===== src/rgbfs_pkg.sv =====
package rgbfs_pkg;

  localparam int PIX_W     = 24;
  localparam int BIT_CNT_W = 5;
  localparam int CFG_IDX_W = 3;
  localparam int CFG_DAT_W = 16;

  localparam logic [BIT_CNT_W-1:0] LAST_BIT = BIT_CNT_W'(PIX_W - 1);

  // command codes
  localparam logic [1:0] CMD_SET  = 2'd0;
  localparam logic [1:0] CMD_FILL = 2'd1;
  localparam logic [1:0] CMD_SHOW = 2'd2;
  localparam logic [1:0] CMD_TICK = 2'd3;

  // status codes
  localparam logic [1:0] STS_OK    = 2'd0;
  localparam logic [1:0] STS_RANGE = 2'd1;
  localparam logic [1:0] STS_BUSY  = 2'd2;

  // register indexes
  localparam logic [CFG_IDX_W-1:0] REG_LED_COUNT  = 3'd0;
  localparam logic [CFG_IDX_W-1:0] REG_ZERO_HIGH  = 3'd1;
  localparam logic [CFG_IDX_W-1:0] REG_ZERO_LOW   = 3'd2;
  localparam logic [CFG_IDX_W-1:0] REG_ONE_HIGH   = 3'd3;
  localparam logic [CFG_IDX_W-1:0] REG_ONE_LOW    = 3'd4;
  localparam logic [CFG_IDX_W-1:0] REG_LATCH      = 3'd5;

  typedef struct packed {
    logic [1:0] cmd;
    logic [7:0] led_index;
    logic [7:0] red;
    logic [7:0] green;
    logic [7:0] blue;
    logic [8:0] lit_count;
  } in_word_t;

  typedef struct packed {
    logic [1:0] status;
    logic       line_level;
    logic       frame_done;
  } out_word_t;

  typedef struct packed {
    logic [7:0]  zero_high;
    logic [7:0]  zero_low;
    logic [7:0]  one_high;
    logic [7:0]  one_low;
    logic [15:0] latch;
  } timing_t;

  typedef struct packed {
    logic start;
    logic load;
    logic tick;
  } wave_ctrl_t;

  typedef struct packed {
    logic sending;
    logic level;
    logic done;
  } wave_stat_t;

  typedef struct packed {
    logic set_en;
    logic fill_start;
  } store_req_t;

  typedef enum logic [1:0] {
    PH_HIGH,
    PH_LOW,
    PH_LATCH
  } phase_t;

  typedef enum logic [1:0] {
    S_READY,
    S_SWEEP,
    S_LOAD_A,
    S_LOAD_D
  } ctl_state_t;

endpackage


===== src/rgbfs_wave.sv =====
module rgbfs_wave #(
  parameter int LED_SLOTS = 256
) (
  input  logic                           clk,
  input  logic                           rst_n,
  input  rgbfs_pkg::wave_ctrl_t          ctrl,
  input  rgbfs_pkg::timing_t             timing,
  input  logic [(($clog2(LED_SLOTS + 1) > 9) ? $clog2(LED_SLOTS + 1) : 9)-1:0] active,
  input  logic [rgbfs_pkg::PIX_W-1:0]    pix,
  output logic [((LED_SLOTS > 1) ? $clog2(LED_SLOTS) : 1)-1:0] led_next,
  output rgbfs_pkg::wave_stat_t          stat
);
  import rgbfs_pkg::*;

  localparam int AW = (LED_SLOTS > 1) ? $clog2(LED_SLOTS) : 1;
  localparam int CW = ($clog2(LED_SLOTS + 1) > 9) ? $clog2(LED_SLOTS + 1) : 9;

  logic                 sending_r, sending_nxt;
  phase_t               phase_r, phase_nxt;
  logic [15:0]          pt_r, pt_nxt;
  logic [AW-1:0]        led_r, led_nxt;
  logic [BIT_CNT_W-1:0] bit_r, bit_nxt;
  logic [PIX_W-1:0]     shift_r, shift_nxt;

  logic        cur_bit;
  logic [7:0]  dur8;
  logic [15:0] dur_raw;
  logic [15:0] dur;
  logic [15:0] pt_inc;
  logic        ph_end;
  logic        last_led;

  assign cur_bit = shift_r[PIX_W-1];
  assign pt_inc  = pt_r + 16'd1;

  always_comb begin
    dur8 = cur_bit ? timing.one_high : timing.zero_high;
    unique case (phase_r)
      PH_HIGH:  dur_raw = {8'd0, dur8};
      PH_LOW:   dur_raw = {8'd0, cur_bit ? timing.one_low : timing.zero_low};
      PH_LATCH: dur_raw = timing.latch;
      default:  dur_raw = timing.latch;
    endcase
    dur = (dur_raw == 16'd0) ? 16'd1 : dur_raw;
  end

  assign ph_end   = (pt_inc == 16'd0) || (pt_inc >= dur);
  assign last_led = (CW'(led_r) + 1'b1) >= active;

  always_comb begin
    sending_nxt = sending_r;
    phase_nxt   = phase_r;
    pt_nxt      = pt_r;
    led_nxt     = led_r;
    bit_nxt     = bit_r;
    shift_nxt   = shift_r;
    if (ctrl.start) begin
      sending_nxt = 1'b1;
      phase_nxt   = (active == '0) ? PH_LATCH : PH_HIGH;
      pt_nxt      = '0;
      led_nxt     = '0;
      bit_nxt     = '0;
    end else if (ctrl.load) begin
      shift_nxt = pix;
    end else if (ctrl.tick && sending_r) begin
      if (!ph_end) begin
        pt_nxt = pt_inc;
      end else begin
        pt_nxt = '0;
        unique case (phase_r)
          PH_HIGH: begin
            phase_nxt = PH_LOW;
          end
          PH_LATCH: begin
            sending_nxt = 1'b0;
            phase_nxt   = PH_HIGH;
          end
          default: begin
            phase_nxt = PH_HIGH;
            if (bit_r != LAST_BIT) begin
              bit_nxt   = bit_r + 1'b1;
              shift_nxt = {shift_r[PIX_W-2:0], 1'b0};
            end else begin
              bit_nxt = '0;
              if (last_led) begin
                phase_nxt = PH_LATCH;
              end else begin
                // next word was prefetched at led_next
                led_nxt   = led_r + 1'b1;
                shift_nxt = pix;
              end
            end
          end
        endcase
      end
    end
  end

  always_ff @(posedge clk) begin
    if (!rst_n) begin
      sending_r <= 1'b0;
      phase_r   <= PH_HIGH;
      pt_r      <= '0;
      led_r     <= '0;
      bit_r     <= '0;
    end else begin
      sending_r <= sending_nxt;
      phase_r   <= phase_nxt;
      pt_r      <= pt_nxt;
      led_r     <= led_nxt;
      bit_r     <= bit_nxt;
    end
  end

  always_ff @(posedge clk) begin
    shift_r <= shift_nxt;
  end

  assign led_next     = led_r + 1'b1;
  assign stat.sending = sending_r;
  assign stat.level   = sending_r && (phase_r == PH_HIGH);
  assign stat.done    = ctrl.tick && sending_r && (phase_r == PH_LATCH) && ph_end;

endmodule


===== config.mk =====
export PLATFORM = sky130hd
export DESIGN_NAME = rgbfs_wave
export DESIGN_NICKNAME = d
export VERILOG_FILES = /design/src/rgbfs_pkg.sv /design/src/rgbfs_wave.sv
export SDC_FILE = /design/constraint.sdc
export NUM_CORES = 1
export LEC_CHECK = 0
export BUFFER_PORTS_ARGS = -buffer_cell sky130_fd_sc_hd__buf_2
export CORE_UTILIZATION = 48
export DETAILED_ROUTE_END_ITERATION = 8
export GPL_TIMING_DRIVEN = 0
export PLACE_DENSITY = 0.73
export SETUP_SLACK_MARGIN = 0.05
export SYNTH_ARGS = -nofsm -noshare
export SYNTH_HDL_FRONTEND = slang
export SYNTH_SLANG_ARGS = --single-unit

===== constraint.sdc =====
create_clock -name clk -period 6.2 [get_ports clk]
set_input_delay 1.24 -clock clk [delete_from_list [all_inputs] [get_ports clk]]
set_output_delay 1.24 -clock clk [all_outputs]
set_load 0.02 [all_outputs]

==> impl_metrics.py, run 1 <==
metrics = {
    "detailed_routing": {
        "viasPerCell": 5.620,
        "wl_per_cell_um": 15.34,
        "ant_nets": 0,
        "first_pass_iters": 4,
        "vias": 3619,
        "drt_iter0_drc": 199,
        "wirelength_um": 9878,
        "drcViolationCount": 0,
    },
    "timing": {
        "setup_violations": 0,
        "min_period_ns": 5.907,
        "fin_ws_ns": 0.2931,
        "slew_viol_final": 0,
        "worst_slew_pin_slew_ns": 0.7465,
        "finalHoldViolations": 0,
        "fin_crit_sh_pct": 95.27,
        "rsz0062_at_grt": "false",
        "fin_hold_ws_ns": 0.4889,
        "max_freq_mhz": 169.3,
        "slew_headroom_pct": 50.24,
        "finalClockSkew_ns": 0.007873,
        "tns_ns": 0,
    },
    "layout": {
        "syn_to_final_growth_pct": 18.10,
        "layout_common_cells": "101 x buf_2, 55 x nand2_1, 32 x dfxtp_1",
        "register_area_um2": 1361,
        "fin_util_pct": 58.54,
        "fin_cells": 644,
        "n_antenna_cell": 0,
        "drive_gt1_share_pct": 29.68,
        "layout_commonest_cell": "buf_2",
        "fill_cells": 725,
        "multiInputGateArea_um2": 2536,
        "num-nets-final": 652,
    },
    "setup_path": {
        "path_class": "in2out",
        "cp.required_ns": 4.96,
        "critical_path.max_fanout": 10,
        "end_kind": "output pin",
        "crit_arrival_ns": 4.67,
        "start_kind": "input pin",
    },
    "synthesis": {
        "synthMuxAreaShare_pct": 14.72,
        "synth-compound-area-share_pct": 13.67,
        "ys_seq_elements": 56,
        "synth_edf_count": 24,
        "synthFlopType": "dfxtp_1",
        "synth.distinct_cells": 59,
        "synth-adder-area-share_pct": 8.602,
        "synth_simple_gate_area_share_pct": 20.28,
        "avgSynthCellArea_um2": 9.384,
        "ys_async_sr_fraction_pct": 0,
        "syn_nets": 548,
        "ys_warn_count": 0,
        "synth_cells": 434,
        "synth_top_family_by_area": "simple AND/OR/NAND/NOR gates",
        "synth_area_um2": 4073,
        "ys_seq_area_share_pct": 33.43,
        "post_synth_xor_area_fraction_pct": 4.731,
    },
    "place": {
        "place.gp.congestion": 0.8656,
        "dp_hpwl_um": 7863,
        "dp.cells": 636,
        "dp_slack_ns": 0.3242,
        "numPortBuffers": 96,
    },
    "clocking": {
        "cts_tree": "yes",
        "cts_hold_buf": 0,
        "clock-sinks": 56,
        "clockBufferDepth": 2,
        "clkTransAtPathRegs_ns": 0.10,
        "cts_buffers": 5,
        "clk_latency_ns": 0.32,
        "cts_htree_levels": 2,
        "root_buffer": "clkbuf_8",
    },
    "global_routing": {
        "grt_pass1_vias": 3452,
        "antenna_found_initial": 0,
        "grt_pass1_wl_um": 15780,
        "grtUsageTotal_pct": 22.58,
        "grt-ovfl-total": 0,
        "grt_max_degree": 20,
    },
    "die": {
        "core-area_um2": 8217,
        "num_rows": 33,
        "dieArea_um2": 8857,
        "ioPinCount": 97,
        "start_util_pct": 49.57,
        "die_x_um": 94.11,
        "die_h_um": 94.11,
    },
    "power": {
        "peakVddDrop_mv": 0.1376,
        "p_per_area_nw_per_um2": 145.6,
        "p_leak_nw": 1.986,
    },
    "run": {
        "drv_cap": 0,
    },
    "status": {
        "status": "complete, no violations",
    },
    "worst_hold_path": {
        "min_path_type": "reg2reg",
    },
}
-- metrics by stage --
step / instance area [um2] / power (mW)
3_5_place_dp: 4703 / 0.4946
5_1_grt: 4810 / 0.7281
2_1_floorplan: 4073 / 0.4524
6_report: 4810 / 0.7005
4_1_cts: 4798 / 0.7037
3_3_place_gp: 4684 / 0.4903
-- critical path, cell delays in order --
cell and delay, ns:
buf_2 0.09, mux4_2 0.47, mux2i_1 0.28, nand3_1 0.14, o31ai_1 0.28, ha_1 0.27, nand2b_1 0.14, a21oi_1 0.15
o21a_1 0.15, o211ai_1 0.26, nor2_1 0.37, clkbuf_1 0.46, a211oi_1 0.16, buf_2 0.20
-- layout make-up --
cell class,count,area share (%)
multi-input cells,335,52.73
plain buffers,29,2.784
inverters,13,1.015
well taps,105,2.732
flip-flops and latches,56,28.30
clock buffers,5,1.431
repair buffers,98,10.46
clock inverters,3,0.5463
-- repair_timing --
| item | in CTS | in global routing |
|---|---|---|
| endpoints found under the setup margin | 0 | 1 |
| gates resized for setup | 0 | 1 |
| buffers inserted | 0 | 1 |
-- final timing paths --
| path | start | to | slack [ns] | depth (start not counted) |
|---|---|---|---|---|
| max | timing[20] | stat[0] | 0.29 | 14 |
| min | pt_r[1] | pt_r[1] | 0.49 | 2 |
| max reg2reg | pt_r[0] | shift_r[23] | 1.36 | 16 |
| min reg2reg | pt_r[1] | pt_r[1] | 0.49 | 2 |
-- registers in the layout, indices dropped and copies added, names as in the netlist --
name       cells
shift_r       24
pt_r          16
led_r          8
bit_r          5
phase_r        2
sending_r      1
-- power by group --
group | internal [mW] | switching, mW | total [mW]
registers | 0.394 | 0.00368 | 0.398
clock network | 0.0835 | 0.131 | 0.215
logic | 0.0471 | 0.0404 | 0.0876
total | 0.525 | 0.175 | 0.701
-- cell usage after synthesis (7+ instances only) --
cell type	instances	area share [%]
a21oi_1	29	3.6
clkbuf_1	22	2.0
dfxtp_1	32	16
edfxtp_1	24	18
ha_1	28	8.6
inv_1	13	1.2
mux2_2	23	6.4
mux2i_1	16	3.9
mux4_2	8	4.4
nand2_1	55	5.1
nand2b_1	7	1.1
nand3_1	22	2.7
nand4_1	11	1.7
nor2_1	19	1.8
nor4_1	9	1.4
o211ai_1	8	1.5
o21ai_0	12	1.5
xnor2_1	11	2.4
xor2_1	11	2.4
-- layer usage --
metal  wire length, um  track usage (%)
met1              4303            29.03
met5                 0                0
met4               147            5.385
met3               507            4.288
met2              4919            38.87
-- cell families after synthesis --
| logic type | Yosys count |
|---|---|
| compound gates | 83 |
| xor+xnor | 22 |
| fa+ha+maj | 28 |
| buf+inv | 43 |
| simple gates | 155 |
| mux | 47 |
| flops | 56 |
(Power assumes the default switching activity.)
==> run 2: changes to the inputs <==
==> constraint.sdc (replaced) <==
create_clock -name clk -period 6.2 [get_ports clk]
set_input_delay 0.31 -clock clk [delete_from_list [all_inputs] [get_ports clk]]
set_output_delay 0.31 -clock clk [all_outputs]
set_load 0.02 [all_outputs]
==> run 2 against run 1 <==
  * Total power hardly changed
  * Worst setup slack better by 0.87 ns
  * Clock skew hardly changed
  * Sequential power hardly changed
  * Fmax is 17% higher
  * Hold slack worse by 0.22 ns
  * Combinational power is 1% higher
  * Wire length is 0.29% higher
  * Design area is 0.23% lower
  * Global-route usage stayed put
  * Flip-flop and latch count stayed put
  * First-iteration DRC count is 3.5% lower
  * Critical path type is now reg2out
  * Critical endpoint unchanged
  * Largest power group unchanged
==> impl_metrics.py, run 2 (same netlist as run 1, synthesis figures left out) <==
metrics = {
    "clocking": {
        "clock-sinks": 56,
        "clk_latency_ns": 0.32,
        "cts_tree": "yes",
        "post_cts_resized": 0,
        "cts_htree_levels": 2,
        "root_buffer": "clkbuf_8",
        "cts_setup_buffers": 0,
        "clkTransAtPathRegs_ns": 0.11,
        "clockBufferDepth": 2,
        "cts_buffers": 5,
        "cts_hold_buf": 0,
    },
    "status": {
        "status": "complete, no violations",
    },
    "die": {
        "die_x_um": 94.11,
        "die_h_um": 94.11,
        "dieArea_um2": 8857,
        "num_rows": 33,
        "core-area_um2": 8217,
        "start_util_pct": 49.57,
        "ioPinCount": 97,
    },
    "setup_path": {
        "crit_slowest_cell": "o211ai_1",
        "rr_startpoint": "pt_r[0]",
        "cp.required_ns": 5.89,
        "slowest_delay_ns": 0.50,
        "path_class": "reg2out",
        "r2r_slack_ns": 1.23,
        "worstSetupStartpoint": "pt_r[0]",
        "critical_path.max_fanout": 10,
        "rr_worst_depth": 16,
        "crit_arrival_ns": 4.72,
        "end_kind": "output pin",
        "path_cells": "ha_1 -> nand2_1 -> or3_1 -> buf_2 -> nor3_2 -> xnor2_1 -> inv_1 -> ha_1 -> nand4_1 -> nor2_1 -> nand2_1 -> o211ai_1 -> nor2_1 -> clkbuf_1 -> a211oi_1 -> buf_2",
        "crit_buf_inv": 4,
        "start_kind": "flip-flop",
        "path_depth": 16,
        "crit_family": "simple AND/OR/NAND/NOR gates",
        "r2r-end": "shift_r[3]",
    },
    "power": {
        "p_per_area_nw_per_um2": 146.1,
        "p_switching_mw": 0.1758,
        "cell_internal_pwr_mw": 0.5252,
        "p_sw_share_pct": 25.08,
        "peakVddDrop_mv": 0.1368,
        "pwr-share-comb_pct": 12.7,
        "seqPwrFrac_pct": 56.6,
        "p_clk_share_pct": 30.7,
        "p_leak_nw": 1.981,
    },
    "timing": {
        "finalHoldViolations": 0,
        "fin_hold_ws_ns": 0.2694,
        "worst_slew_pin_slew_ns": 0.7464,
        "rsz0062_at_grt": "false",
        "finalClockSkew_ns": 0.007620,
        "setup_violations": 0,
        "max_freq_mhz": 198.7,
        "slew_viol_final": 0,
        "tns_ns": 0,
        "fin_crit_sh_pct": 81.17,
        "slew_headroom_pct": 50.24,
        "min_period_ns": 5.033,
    },
    "worst_hold_path": {
        "hold_depth": 2,
        "hp-start": "pix[0]",
        "min_path_type": "in2reg",
        "min_to": "shift_r[0]",
    },
    "global_routing": {
        "antenna_found_initial": 0,
        "grt-ovfl-total": 0,
        "grt_pass1_vias": 3452,
        "grt_max_degree": 20,
        "grtUsageTotal_pct": 22.58,
        "grt_pass1_wl_um": 15780,
    },
    "layout": {
        "num-nets-final": 652,
        "top_register": "shift_r",
        "n_antenna_cell": 0,
        "fill_cells": 726,
        "fin_cells": 644,
        "layout_common_cells": "101 x buf_2, 55 x nand2_1, 32 x dfxtp_1",
        "top_regs": "shift_r (24), pt_r (16), led_r (8)",
        "drive_gt1_share_pct": 29.31,
        "largest_register_ffs": 24,
        "layout_commonest_cell": "buf_2",
        "syn_to_final_growth_pct": 17.82,
        "fin_util_pct": 58.40,
        "multiInputGateArea_um2": 2529,
        "register_area_um2": 1361,
    },
    "run": {
        "drv_cap": 0,
    },
    "detailed_routing": {
        "viasPerCell": 5.629,
        "first_pass_iters": 4,
        "ant_nets": 0,
        "wirelength_um": 9907,
        "drt_iter0_drc": 192,
        "wl_per_cell_um": 15.38,
        "drcViolationCount": 0,
        "vias": 3625,
    },
    "place": {
        "dp_hpwl_um": 7863,
        "dp.cells": 636,
        "place.gp.congestion": 0.8656,
        "numPortBuffers": 96,
    },
}
==> run 2: cell type report <==
cell class	instances	share of cell area (%)
Inverter	13	1.017
Buffer	30	2.868
Multi-Input combinational cell	335	52.70
Timing Repair Buffer	97	10.33
Sequential cell	56	28.37
Tap cell	105	2.738
Clock buffer	5	1.434
Clock inverter	3	0.5476
==> run 2: power by group through the flow <==
| stage | clock network [mW] | registers [mW] | logic [mW] |
|---|---|---|---|
| 2_1_floorplan | 0 | 0.405 | 0.0478 |
| 3_3_place_gp | 0 | 0.405 | 0.0848 |
| 3_5_place_dp | 0 | 0.406 | 0.0891 |
| 4_1_cts | 0.217 | 0.397 | 0.0895 |
| 5_1_grt | 0.232 | 0.398 | 0.0984 |
| 6_report | 0.215 | 0.397 | 0.0889 |
==> run 2: per-stage QoR <==
stage / total power, mW / worst slack [ns] / instance area, um2
after floorplan: 0.4524 / 1.537 / 4073
after global placement: 0.4903 / 0.3206 / 4684
after detailed placement: 0.4946 / 1.228 / 4703
after CTS: 0.7037 / 1.140 / 4798
after global routing: 0.7282 / 0.8598 / 4798
final: 0.7010 / 1.167 / 4798
==> run 2: per-layer routing <==
metal / track usage, % / part of all wire (%) / vias to the layer above
li1: - / - / 1813
met1: 29.03 / 44 / 1716
met2: 38.87 / 50 / 84
met3: 4.288 / 4.6 / 12
met4: 5.385 / 1.2 / 0
met5: 0 / 0 / -
==> run 2: how the worst max path moves through the flow <==
stage	to
global route	stat[0]
global placement	shift_r[10]
finish	stat[0]
CTS	stat[0]
detailed placement	shift_r[9]
floorplan	shift_r[0]
==> run 2: worst register-to-register path: stages (launching register included) <==
cell	delay, ns
dfxtp_1	0.44
ha_1	0.28
nand2_1	0.19
or3_1	0.37
buf_2	0.17
nor3_2	0.20
xnor2_1	0.33
inv_1	0.13
ha_1	0.33
nand4_1	0.13
nor2_1	0.20
nand2_1	0.07
o211ai_1	0.50
nor2_1	0.22
a211o_1	0.32
a21oi_2	0.59
buf_8	0.24
